$ cat config.mk
export PLATFORM = sky130hd
export DESIGN_NAME = filtered_motion_rep_counter
export DESIGN_NICKNAME = d
export VERILOG_FILES = /design/src/rtl/fmrc_pkg.sv /design/src/rtl/fmrc_cell.sv /design/src/rtl/fmrc_div.sv /design/src/rtl/filtered_motion_rep_counter.sv
export VERILOG_INCLUDE_DIRS = /design/src /design/src/rtl
export SDC_FILE = /design/constraint.sdc
export NUM_CORES = 1
export LEC_CHECK = 0
export BUFFER_PORTS_ARGS = -buffer_cell sky130_fd_sc_hd__buf_2
export CAP_MARGIN = 25
export CELL_PAD_IN_SITES_DETAIL_PLACEMENT = 0
export CELL_PAD_IN_SITES_GLOBAL_PLACEMENT = 2
export CORE_MARGIN = 8
export CORE_UTILIZATION = 35
export CTS_CLUSTER_DIAMETER = 120
export DETAILED_ROUTE_END_ITERATION = 8
export PLACE_DENSITY_LB_ADDON = 0.1
export SETUP_SLACK_MARGIN = 0.3
export SLEW_MARGIN = 15
export SYNTH_ARGS = -nofsm -noshare
export SYNTH_HDL_FRONTEND = slang
export SYNTH_SLANG_ARGS = --single-unit
$ cat constraint.sdc
create_clock -name clk -period 4.35 [get_ports clk]
set_input_delay 0.435 -clock clk [delete_from_list [all_inputs] [get_ports clk]]
set_output_delay 0.435 -clock clk [all_outputs]
set_load 0.1 [all_outputs]
$ cat src/rtl/filtered_motion_rep_counter_macros.svh
`ifndef FILTERED_MOTION_REP_COUNTER_MACROS_SVH
`define FILTERED_MOTION_REP_COUNTER_MACROS_SVH

// Check that a condition holds in the same cycle as its trigger
`define FMRC_ASSERT_NOW(label, clk, rst, ante, cons, msg) \
  label: assert property (@(posedge clk) disable iff (rst) (ante) |-> (cons)) else $error(msg);

// Check that a condition holds in the cycle after its trigger
`define FMRC_ASSERT_NEXT(label, clk, rst, ante, cons, msg) \
  label: assert property (@(posedge clk) disable iff (rst) (ante) |=> (cons)) else $error(msg);

`endif

$ cat src/rtl/fmrc_pkg.sv
`default_nettype none
package fmrc_pkg;

  localparam int SAMPLE_W = 16;
  localparam int TIME_W   = 32;
  localparam int COUNT_W  = 32;
  localparam int LOCK_W   = 16;
  localparam int REG_IDX_W = 3;

  // Register indexes of the configuration port
  localparam logic [REG_IDX_W-1:0] REG_STAND   = 3'd0;
  localparam logic [REG_IDX_W-1:0] REG_DOWN    = 3'd1;
  localparam logic [REG_IDX_W-1:0] REG_BOTTOM  = 3'd2;
  localparam logic [REG_IDX_W-1:0] REG_RISE    = 3'd3;
  localparam logic [REG_IDX_W-1:0] REG_LOCKOUT = 3'd4;

  // Register reset values
  localparam logic signed [SAMPLE_W-1:0] STAND_RST   = 16'sd15000;
  localparam logic signed [SAMPLE_W-1:0] DOWN_RST    = 16'sd13800;
  localparam logic signed [SAMPLE_W-1:0] BOTTOM_RST  = 16'sd12800;
  localparam logic signed [SAMPLE_W-1:0] RISE_RST    = 16'sd13800;
  localparam logic [LOCK_W-1:0]          LOCKOUT_RST = 16'd1200;

  typedef enum logic [1:0] {
    PH_STAND  = 2'd0,
    PH_DOWN   = 2'd1,
    PH_BOTTOM = 2'd2,
    PH_UP     = 2'd3
  } phase_t;

  typedef enum logic [1:0] {
    ST_IDLE,
    ST_START,
    ST_DIVIDE,
    ST_OUTPUT
  } ctrl_state_t;

endpackage
`default_nettype wire

$ cat src/rtl/fmrc_cell.sv
`default_nettype none
module fmrc_cell
  import fmrc_pkg::*;
(
  input  wire logic                       clk,
  input  wire logic                       rst,
  input  wire logic                       shift,
  input  wire logic signed [SAMPLE_W-1:0] din,
  output logic signed [SAMPLE_W-1:0]      dout
);

  logic signed [SAMPLE_W-1:0] held;

  // Take the neighbor's word on each accepted sample
  always_ff @(posedge clk) begin
    if (rst) begin
      held <= '0;
    end else if (shift) begin
      held <= din;
    end
  end

  assign dout = held;

endmodule
`default_nettype wire

$ cat src/rtl/fmrc_div.sv
`default_nettype none
module fmrc_div #(
  parameter int DW = 20,
  parameter int VW = 3
) (
  input  wire logic                 clk,
  input  wire logic                 rst,
  input  wire logic                 start,
  input  wire logic signed [DW-1:0] dividend,
  input  wire logic [VW-1:0]        divisor,
  output logic                      done,
  output logic signed [DW-1:0]      quotient
);

  localparam int CW = $clog2(DW + 1);

  logic          busy;
  logic          fix;
  logic [CW-1:0] step;
  logic          neg;
  logic [DW-1:0] quo;
  logic [VW-1:0] rem;
  logic [VW-1:0] dvs;
  logic [VW:0]   trial;
  logic [VW:0]   diff;
  logic          fits;

  // One restoring step: shift in the next dividend bit and try a subtract
  assign trial = {rem, quo[DW-1]};
  assign diff  = trial - {1'b0, dvs};
  assign fits  = (trial >= {1'b0, dvs});

  // Sequence control
  always_ff @(posedge clk) begin
    if (rst) begin
      busy <= 1'b0;
      fix  <= 1'b0;
      done <= 1'b0;
      step <= '0;
    end else begin
      done <= 1'b0;
      if (start) begin
        busy <= 1'b1;
        step <= '0;
      end else if (busy) begin
        step <= step + 1'b1;
        if (step == CW'(DW - 1)) begin
          busy <= 1'b0;
          fix  <= 1'b1;
        end
      end else if (fix) begin
        fix  <= 1'b0;
        done <= 1'b1;
      end
    end
  end

  // Datapath: magnitude divide, then restore the sign
  always_ff @(posedge clk) begin
    if (start) begin
      neg <= dividend[DW-1];
      quo <= dividend[DW-1] ? DW'(-dividend) : DW'(dividend);
      rem <= '0;
      dvs <= divisor;
    end else if (busy) begin
      quo <= {quo[DW-2:0], fits};
      rem <= fits ? diff[VW-1:0] : trial[VW-1:0];
    end else if (fix) begin
      quotient <= neg ? -$signed(quo) : $signed(quo);
    end
  end

endmodule
`default_nettype wire

$ cat src/rtl/filtered_motion_rep_counter.sv
// Each input word is accepted only in the idle state; the running sum, SUM_W = 17 + clog2(WINDOW_LEN)
// bits wide, is then divided by the fill count in a bit-serial divider, and the result word is
// loaded into the output register; no new word is taken (in_stall high) until that load, so a
// result word still waiting in the output holds off the next one.
// Reset (rst, synchronous, active high) clears the window cells, sum, fill count, phase,
// repetition count and last repetition time, and loads the default thresholds.
`default_nettype none
`include "filtered_motion_rep_counter_macros.svh"
module filtered_motion_rep_counter
  import fmrc_pkg::*;
#(
  parameter int WINDOW_LEN = 5
) (
  input  wire logic                       clk,
  input  wire logic                       rst,
  input  wire logic                       cfg_write,
  input  wire logic [REG_IDX_W-1:0]       cfg_index,
  input  wire logic [SAMPLE_W-1:0]        cfg_data,
  input  wire logic                       in_valid,
  output logic                            in_stall,
  input  wire logic signed [SAMPLE_W-1:0] sample,
  input  wire logic [TIME_W-1:0]          time_ms,
  output logic                            out_valid,
  input  wire logic                       out_stall,
  output logic signed [SAMPLE_W-1:0]      average,
  output logic [1:0]                      phase,
  output logic [COUNT_W-1:0]              rep_total,
  output logic                            rep_counted
);

  localparam int SUM_W = 17 + $clog2(WINDOW_LEN);
  localparam int CNT_W = $clog2(WINDOW_LEN + 1);

  // Configuration registers
  logic signed [SAMPLE_W-1:0] stand_level;
  logic signed [SAMPLE_W-1:0] down_level;
  logic signed [SAMPLE_W-1:0] bottom_level;
  logic signed [SAMPLE_W-1:0] rise_level;
  logic [LOCK_W-1:0]          lockout_ms;

  ctrl_state_t state, state_next;

  logic                       accept;
  logic                       div_start;
  logic                       div_done;
  logic                       load_out;
  logic signed [SUM_W-1:0]    quotient;
  logic signed [SAMPLE_W-1:0] tap [WINDOW_LEN+1];
  logic signed [SUM_W-1:0]    window_sum;
  logic signed [SUM_W-1:0]    window_sum_next;
  logic [CNT_W-1:0]           fill;
  logic [CNT_W-1:0]           fill_next;
  logic [TIME_W-1:0]          time_q;
  logic signed [SAMPLE_W-1:0] avg_q;
  phase_t                     motion_phase;
  phase_t                     motion_phase_next;
  logic [COUNT_W-1:0]         rep_counter;
  logic [TIME_W-1:0]          last_rep_ms;
  logic [TIME_W-1:0]          gap;
  logic                       counted;

  // Write configuration registers
  always_ff @(posedge clk) begin
    if (rst) begin
      stand_level  <= STAND_RST;
      down_level   <= DOWN_RST;
      bottom_level <= BOTTOM_RST;
      rise_level   <= RISE_RST;
      lockout_ms   <= LOCKOUT_RST;
    end else if (cfg_write) begin
      case (cfg_index)
        REG_STAND:   stand_level  <= cfg_data;
        REG_DOWN:    down_level   <= cfg_data;
        REG_BOTTOM:  bottom_level <= cfg_data;
        REG_RISE:    rise_level   <= cfg_data;
        REG_LOCKOUT: lockout_ms   <= cfg_data;
        default: ;
      endcase
    end
  end

  // Window: a row of cells, newest sample enters at the head, oldest leaves at the tail
  assign tap[0] = sample;

  for (genvar i = 0; i < WINDOW_LEN; i++) begin : g_cell
    fmrc_cell u_cell (
      .clk   (clk),
      .rst   (rst),
      .shift (accept),
      .din   (tap[i]),
      .dout  (tap[i+1])
    );
  end

  // Running sum and fill count
  assign window_sum_next = window_sum + SUM_W'(sample) - SUM_W'(tap[WINDOW_LEN]);
  assign fill_next = (fill == CNT_W'(WINDOW_LEN)) ? fill : fill + 1'b1;

  always_ff @(posedge clk) begin
    if (rst) begin
      window_sum <= '0;
      fill       <= '0;
    end else if (accept) begin
      window_sum <= window_sum_next;
      fill       <= fill_next;
    end
  end

  // Hold the timestamp of the word at work
  always_ff @(posedge clk) begin
    if (accept) begin
      time_q <= time_ms;
    end
  end

  fmrc_div #(
    .DW (SUM_W),
    .VW (CNT_W)
  ) u_div (
    .clk      (clk),
    .rst      (rst),
    .start    (div_start),
    .dividend (window_sum),
    .divisor  (fill),
    .done     (div_done),
    .quotient (quotient)
  );

  // Capture the average
  always_ff @(posedge clk) begin
    if (div_done) begin
      avg_q <= quotient[SAMPLE_W-1:0];
    end
  end

  // Control sequence: next state
  always_comb begin
    state_next = state;
    case (state)
      ST_IDLE:   if (in_valid) state_next = ST_START;
      ST_START:  state_next = ST_DIVIDE;
      ST_DIVIDE: if (div_done) state_next = ST_OUTPUT;
      ST_OUTPUT: if (!out_valid || !out_stall) state_next = ST_IDLE;
      default:   state_next = ST_IDLE;
    endcase
  end

  // Control sequence: outputs
  always_comb begin
    in_stall  = (state != ST_IDLE);
    div_start = (state == ST_START);
    load_out  = (state == ST_OUTPUT) && (!out_valid || !out_stall);
  end

  assign accept = in_valid && !in_stall;

  always_ff @(posedge clk) begin
    if (rst) begin
      state <= ST_IDLE;
    end else begin
      state <= state_next;
    end
  end

  // Motion phase machine: next phase
  assign gap = time_q - last_rep_ms;

  always_comb begin
    motion_phase_next = motion_phase;
    case (motion_phase)
      PH_STAND: begin
        if (avg_q < down_level) motion_phase_next = PH_DOWN;
      end
      PH_DOWN: begin
        if (avg_q < bottom_level) begin
          motion_phase_next = PH_BOTTOM;
        end else if (avg_q > stand_level) begin
          motion_phase_next = PH_STAND;
        end
      end
      PH_BOTTOM: begin
        if (avg_q > rise_level) motion_phase_next = PH_UP;
      end
      PH_UP: begin
        if (avg_q > stand_level) motion_phase_next = PH_STAND;
      end
      default: motion_phase_next = PH_STAND;
    endcase
  end

  // Motion phase machine: count a rise back to standing once the lockout has passed
  always_comb begin
    counted = (motion_phase == PH_UP) && (avg_q > stand_level) && (gap > TIME_W'(lockout_ms));
  end

  always_ff @(posedge clk) begin
    if (rst) begin
      motion_phase <= PH_STAND;
      rep_counter  <= '0;
      last_rep_ms  <= '0;
    end else if (load_out) begin
      motion_phase <= motion_phase_next;
      if (counted) begin
        rep_counter <= rep_counter + 1'b1;
        last_rep_ms <= time_q;
      end
    end
  end

  // Output register
  always_ff @(posedge clk) begin
    if (rst) begin
      out_valid <= 1'b0;
    end else if (load_out) begin
      out_valid <= 1'b1;
    end else if (!out_stall) begin
      out_valid <= 1'b0;
    end
  end

  always_ff @(posedge clk) begin
    if (load_out) begin
      average     <= avg_q;
      phase       <= motion_phase_next;
      rep_total   <= counted ? rep_counter + 1'b1 : rep_counter;
      rep_counted <= counted;
    end
  end

  // Checks
  `FMRC_ASSERT_NOW(a_fill_bound, clk, rst, 1'b1, fill <= CNT_W'(WINDOW_LEN), "fill count above window length")
  `FMRC_ASSERT_NOW(a_count_at_stand, clk, rst, out_valid && rep_counted, phase == PH_STAND, "repetition counted outside standing")
  `FMRC_ASSERT_NEXT(a_count_step, clk, rst, load_out && counted, rep_counter == $past(rep_counter) + 1'b1, "repetition count did not advance by one")

endmodule
`default_nettype wire

==> summary.md <==
| Metric | Value |
|---|---|
| Count of port buffers added during placement | 124 |
| Worst Setup Path Type | flip-flop to flip-flop |
| Total placed cells including tap cells | 3324 |
| Status | complete, but fails checks |
| Violations in the final reports | negative setup slack |
| Clock-pin slew on the worst setup and hold paths | 60 ps |
| Slowest cell delay on critical path | 480 ps |
| Layout Utilization | 43.6% |
| Crit-path slowest cell | sky130_fd_sc_hd__or4_4 |
| Synth top cells by count | 400 x sky130_fd_sc_hd__nand2_1, 280 x sky130_fd_sc_hd__a21oi_1, 263 x sky130_fd_sc_hd__dfxtp_1 |
| Maximum number of pins on one net before global-route repair | 117 |
| Slew Limit Headroom | 38.8% |
| DP Worst Slack | -653 ps |
| Internal power consumption | 8.24 mW |
| Startpoint of the lowest-slack hold path | time_ms[17] |
| CP Cell Sequence | ha_1 -> nor2b_4 -> o31a_1 -> o41a_1 -> o31a_1 -> a31oi_1 -> xnor2_1 -> ha_1 -> nand4_1 -> nor2_2 -> nand2_2 -> o31ai_4 -> o221ai_2 -> a211oi_2 -> and4_1 -> nand4_1 -> or4_4 -> buf_12 -> buf_16 -> buf_6 -> nand3b_1 -> xnor2_1 |
| Buffer type at the clock tree root | sky130_fd_sc_hd__clkbuf_16 |
| Global-route usage over all layers | 16.3% |
| Area contributors post-synth | sky130_fd_sc_hd__dfxtp_1 25%, sky130_fd_sc_hd__edfxtp_1 20%, sky130_fd_sc_hd__ha_1 8.4% |
| Register bit count reported by yosys | 402 |
| Number of warnings printed during yosys synthesis | 0 |
| Worst vdd rail ir drop | 0.000366 V |
| Data arrival, critical path | 5120 ps |
| Final critical-path share of the clock period | 110% |
| Fmax | 0.209 GHz |
| Clk network pwr share | 29.8% |
| Switching power as a share of total power | 35.2% |
| Total Nets Final | 2877 |
| GP Congestion | 0.837 |
| Crit. Startpoint | time_q[1] |
| Number of vias in the routed layout | 17400 |
| Inserted Clock Buffers | 48 |
| Share of final-layout standard cells stronger than drive strength 1 | 18.8% |
| Area growth, synth to finish | 23.2% |
| Highest signal layer in the routed design | met4 |
| Class of the tightest hold or removal check | input port to flip-flop |
| Number of remaining DRC errors | 0 |
| Crit Reg-Reg Startpoint | time_q[1] |
| Netlist Area Pre-Place | 21400 sq um |
| Count of final hold-check violations | 0 |
| Floorplan Core Area | 60400 sq um |
| Final setup violation count | 97 |
| Met2 wire len | 28000 um |
| Total Wirelength | 58900 um |
| ANT nets after route | 0 |
| Chip height | 263 um |
| Total net switching power | 4.48 mW |
| H-Tree Depth | 2 |
| Slew at the pin closest to its max-slew limit | 918 ps |
| Drt first-iter violations | 835 |
| Dpl hpwl | 40700 um |
| Total die area | 69200 sq um |
| Post-layout worst setup margin | -427 ps |
| Sort of element at the start of the critical path | flip-flop |
| Cell count after synthesis | 2424 |
| Proportion of synthesized chip area in sequential cells | 44.2% |
| Non-filler instance count after layout | 3462 |
| Clock period minus worst slack | 4780 ps |
| Overall die width | 263 um |
| Count of different cell masters after synthesis | 74 |
| Met3 Wirelength | 2150 um |
| Total buffers and inverters traversed by the critical path | 3 |
| Antenna cells | 0 |
| Count of flip-flops with a built-in enable after synthesis | 139 |
| Number of antenna violations at the first check in global routing | 1 |
| Skew final | 22.1 ps |
| Sort of element at the end of the critical path | flip-flop |
| Syn_nets | 2661 |
| Skew-Pair Late Insertion Delay | 600 ps |
| Req. time, crit path | 4690 ps |
| Static leakage power | 10.2 nW |
| Area share of the largest cell type after synthesis | 24.6% |
| Gate family responsible for the most delay along the worst path | compound AO/OA/AOI/OAI gates |
| Power density over the cells | 483 nW/um^2 |
| Sequential Power Share | 37.2% |
| Placement Rows | 90 |
| Most area-hungry cell type in the Yosys netlist | sky130_fd_sc_hd__dfxtp_1 |
| Top-level port count | 125 |
| Wire length of the first global-routing pass | 92900 um |
| Design area | 26300 sq um |
| Combinational share of power | 33.0% |
| Maximum clock path buffer count | 3 |
| Via density per instance | 5.02 |
| Placed cell area | 23700 sq um |
| Sum of routed wire segments on met1 | 27800 um |
| Max_cap viols | 0 |
| Final-report max-slew violation count | 0 |
| Most common cell in the synthesized netlist | sky130_fd_sc_hd__nand2_1 |
| Unrepaired setup endpoints after global routing | yes |
| Fraction of synthesis flops using an asynchronous set or reset pin | 0% |
| Pre-antenna DRT Iters | 6 |
| Highest net fanout along the worst path | 4 |
| Average cell area after synthesis | 8.81 sq um |
| Clock tree from TritonCTS | done |
| Congestion Overflow GR | 0 |
| Leading register cell type out of synthesis | sky130_fd_sc_hd__dfxtp_1 |
| Wire per inst | 17.0 um |
| Initial Utilization | 35.4% |
| Via count of the first global-routing pass | 17100 |
| CTS sink count | 402 |
-- path summary, 6_finish.rpt --
check / endpoint / slack [ps] / cells after the start
max reg2reg: rep_total[14] / -430 / 22
min: time_q[17] / 40 / 1
max: rep_total[14] / -430 / 22
min reg2reg: avg_q[7] / 420 / 0
-- worst reg2reg max path, cell delays in order (launching register included) --
cell and delay, ps:
sky130_fd_sc_hd__edfxtp_1 390, sky130_fd_sc_hd__ha_1 290, sky130_fd_sc_hd__nor2b_4 130, sky130_fd_sc_hd__o31a_1 260, sky130_fd_sc_hd__o41a_1 450, sky130_fd_sc_hd__o31a_1 330
sky130_fd_sc_hd__a31oi_1 190, sky130_fd_sc_hd__xnor2_1 110, sky130_fd_sc_hd__ha_1 310, sky130_fd_sc_hd__nand4_1 140, sky130_fd_sc_hd__nor2_2 150, sky130_fd_sc_hd__nand2_2 100
sky130_fd_sc_hd__o31ai_4 80, sky130_fd_sc_hd__o221ai_2 130, sky130_fd_sc_hd__a211oi_2 140, sky130_fd_sc_hd__and4_1 190, sky130_fd_sc_hd__nand4_1 110, sky130_fd_sc_hd__or4_4 480
sky130_fd_sc_hd__buf_12 150, sky130_fd_sc_hd__buf_16 120, sky130_fd_sc_hd__buf_6 120, sky130_fd_sc_hd__nand3b_1 90, sky130_fd_sc_hd__xnor2_1 70
-- per-layer routing --
layer	up-vias	GRT usage, %
met2	244	27.8
met5	-	0
li1	8815	-
met3	60	2.71
met4	0	3.56
met1	8273	21.4
-- cell families (layout without fill, tap and decap cells) --
| family | count (synthesis) | count (layout) | share of synthesized area, % |
|---|---|---|---|
| AND/OR/NAND/NOR | 836 | 836 | 18.1 |
| XOR/XNOR | 99 | 99 | 4.06 |
| adder cells (fa/ha/maj) | 165 | 165 | 10.4 |
| AO/OA/AOI/OAI | 536 | 536 | 15.4 |
| buffers and inverters | 360 | 616 | 6.45 |
| multiplexers | 26 | 26 | 1.32 |
| flip-flops | 402 | 402 | 44.2 |
-- power groups by stage --
stage | logic [mW] | clock network, mW | registers, mW
after floorplan | 2.80 | 0 | 4.93
after global placement | 4.07 | 0 | 4.81
after detailed placement | 4.10 | 0 | 4.81
after CTS | 4.15 | 3.94 | 4.73
after global routing | 4.70 | 4.07 | 4.79
final | 4.20 | 3.79 | 4.74
-- metrics by stage --
| stage | power, mW | hold WS (ps) | TNS, ps |
|---|---|---|---|
| 4_1_cts | 12.8 | 8.12 | -49930 |
| 3_3_place_gp | 8.87 | 403 | -40020 |
| 6_report | 12.7 | 42.4 | -35230 |
| 5_1_grt | 13.6 | 15.9 | -59350 |
| 2_1_floorplan | 7.73 | 400 | -7280 |
| 3_5_place_dp | 8.91 | 405 | -51310 |
-- placed cells by master (no fill, tap or decap), types with 15 or more instances in the layout --
cell type / count
sky130_fd_sc_hd__buf_4: 119
sky130_fd_sc_hd__o21a_1: 16
sky130_fd_sc_hd__ha_1: 140
sky130_fd_sc_hd__nand3_2: 22
sky130_fd_sc_hd__a21o_1: 55
sky130_fd_sc_hd__nand2_1: 396
sky130_fd_sc_hd__a21oi_2: 36
sky130_fd_sc_hd__nand4_1: 40
sky130_fd_sc_hd__a211o_1: 20
sky130_fd_sc_hd__buf_2: 123
sky130_fd_sc_hd__mux2_2: 16
sky130_fd_sc_hd__dfxtp_1: 257
sky130_fd_sc_hd__nor3_1: 37
sky130_fd_sc_hd__o31ai_1: 16
sky130_fd_sc_hd__and3_1: 17
sky130_fd_sc_hd__inv_1: 224
sky130_fd_sc_hd__fa_1: 21
sky130_fd_sc_hd__clkbuf_16: 49
sky130_fd_sc_hd__xor2_1: 34
sky130_fd_sc_hd__nor2b_1: 25
sky130_fd_sc_hd__edfxtp_1: 139
sky130_fd_sc_hd__or3_1: 17
sky130_fd_sc_hd__nor4_2: 15
sky130_fd_sc_hd__nand3_1: 46
sky130_fd_sc_hd__o21ai_0: 45
sky130_fd_sc_hd__nand3b_1: 21
sky130_fd_sc_hd__nor2_1: 118
sky130_fd_sc_hd__a211oi_1: 19
sky130_fd_sc_hd__xnor2_1: 65
sky130_fd_sc_hd__a21oi_1: 244
sky130_fd_sc_hd__dlygate4sd3_1: 19
-- area by class of cell --
| cell class | instances | area [sq um] |
|---|---|---|
| Clock buffer | 63 | 1300 |
| Clock inverter | 27 | 174 |
| Fill cell | 5958 | 34000 |
| Inverter | 230 | 866 |
| Multi-Input combinational cell | 1662 | 11200 |
| Sequential cell | 402 | 9450 |
| Tap cell | 782 | 978 |
| Timing Repair Buffer | 296 | 2330 |
-- sequential cells by signal, indices dropped and copies added (netlist names), 20 cells and up --
name	cells
u_div.quo	20
window_sum	20
rep_total	32
rep_counter	32
g_cell.u_cell.dout	80
last_rep_ms	32
time_q	32
-- repair_timing --
item	CTS	global route
hold endpoints to repair	19	0
cloned	4	2
buffers inserted	16	7
hold buffers	19	0
setup endpoints to repair	97	98
pin swaps	48	28
gates resized for setup	50	87
Power figures use the tool's default switching activity.
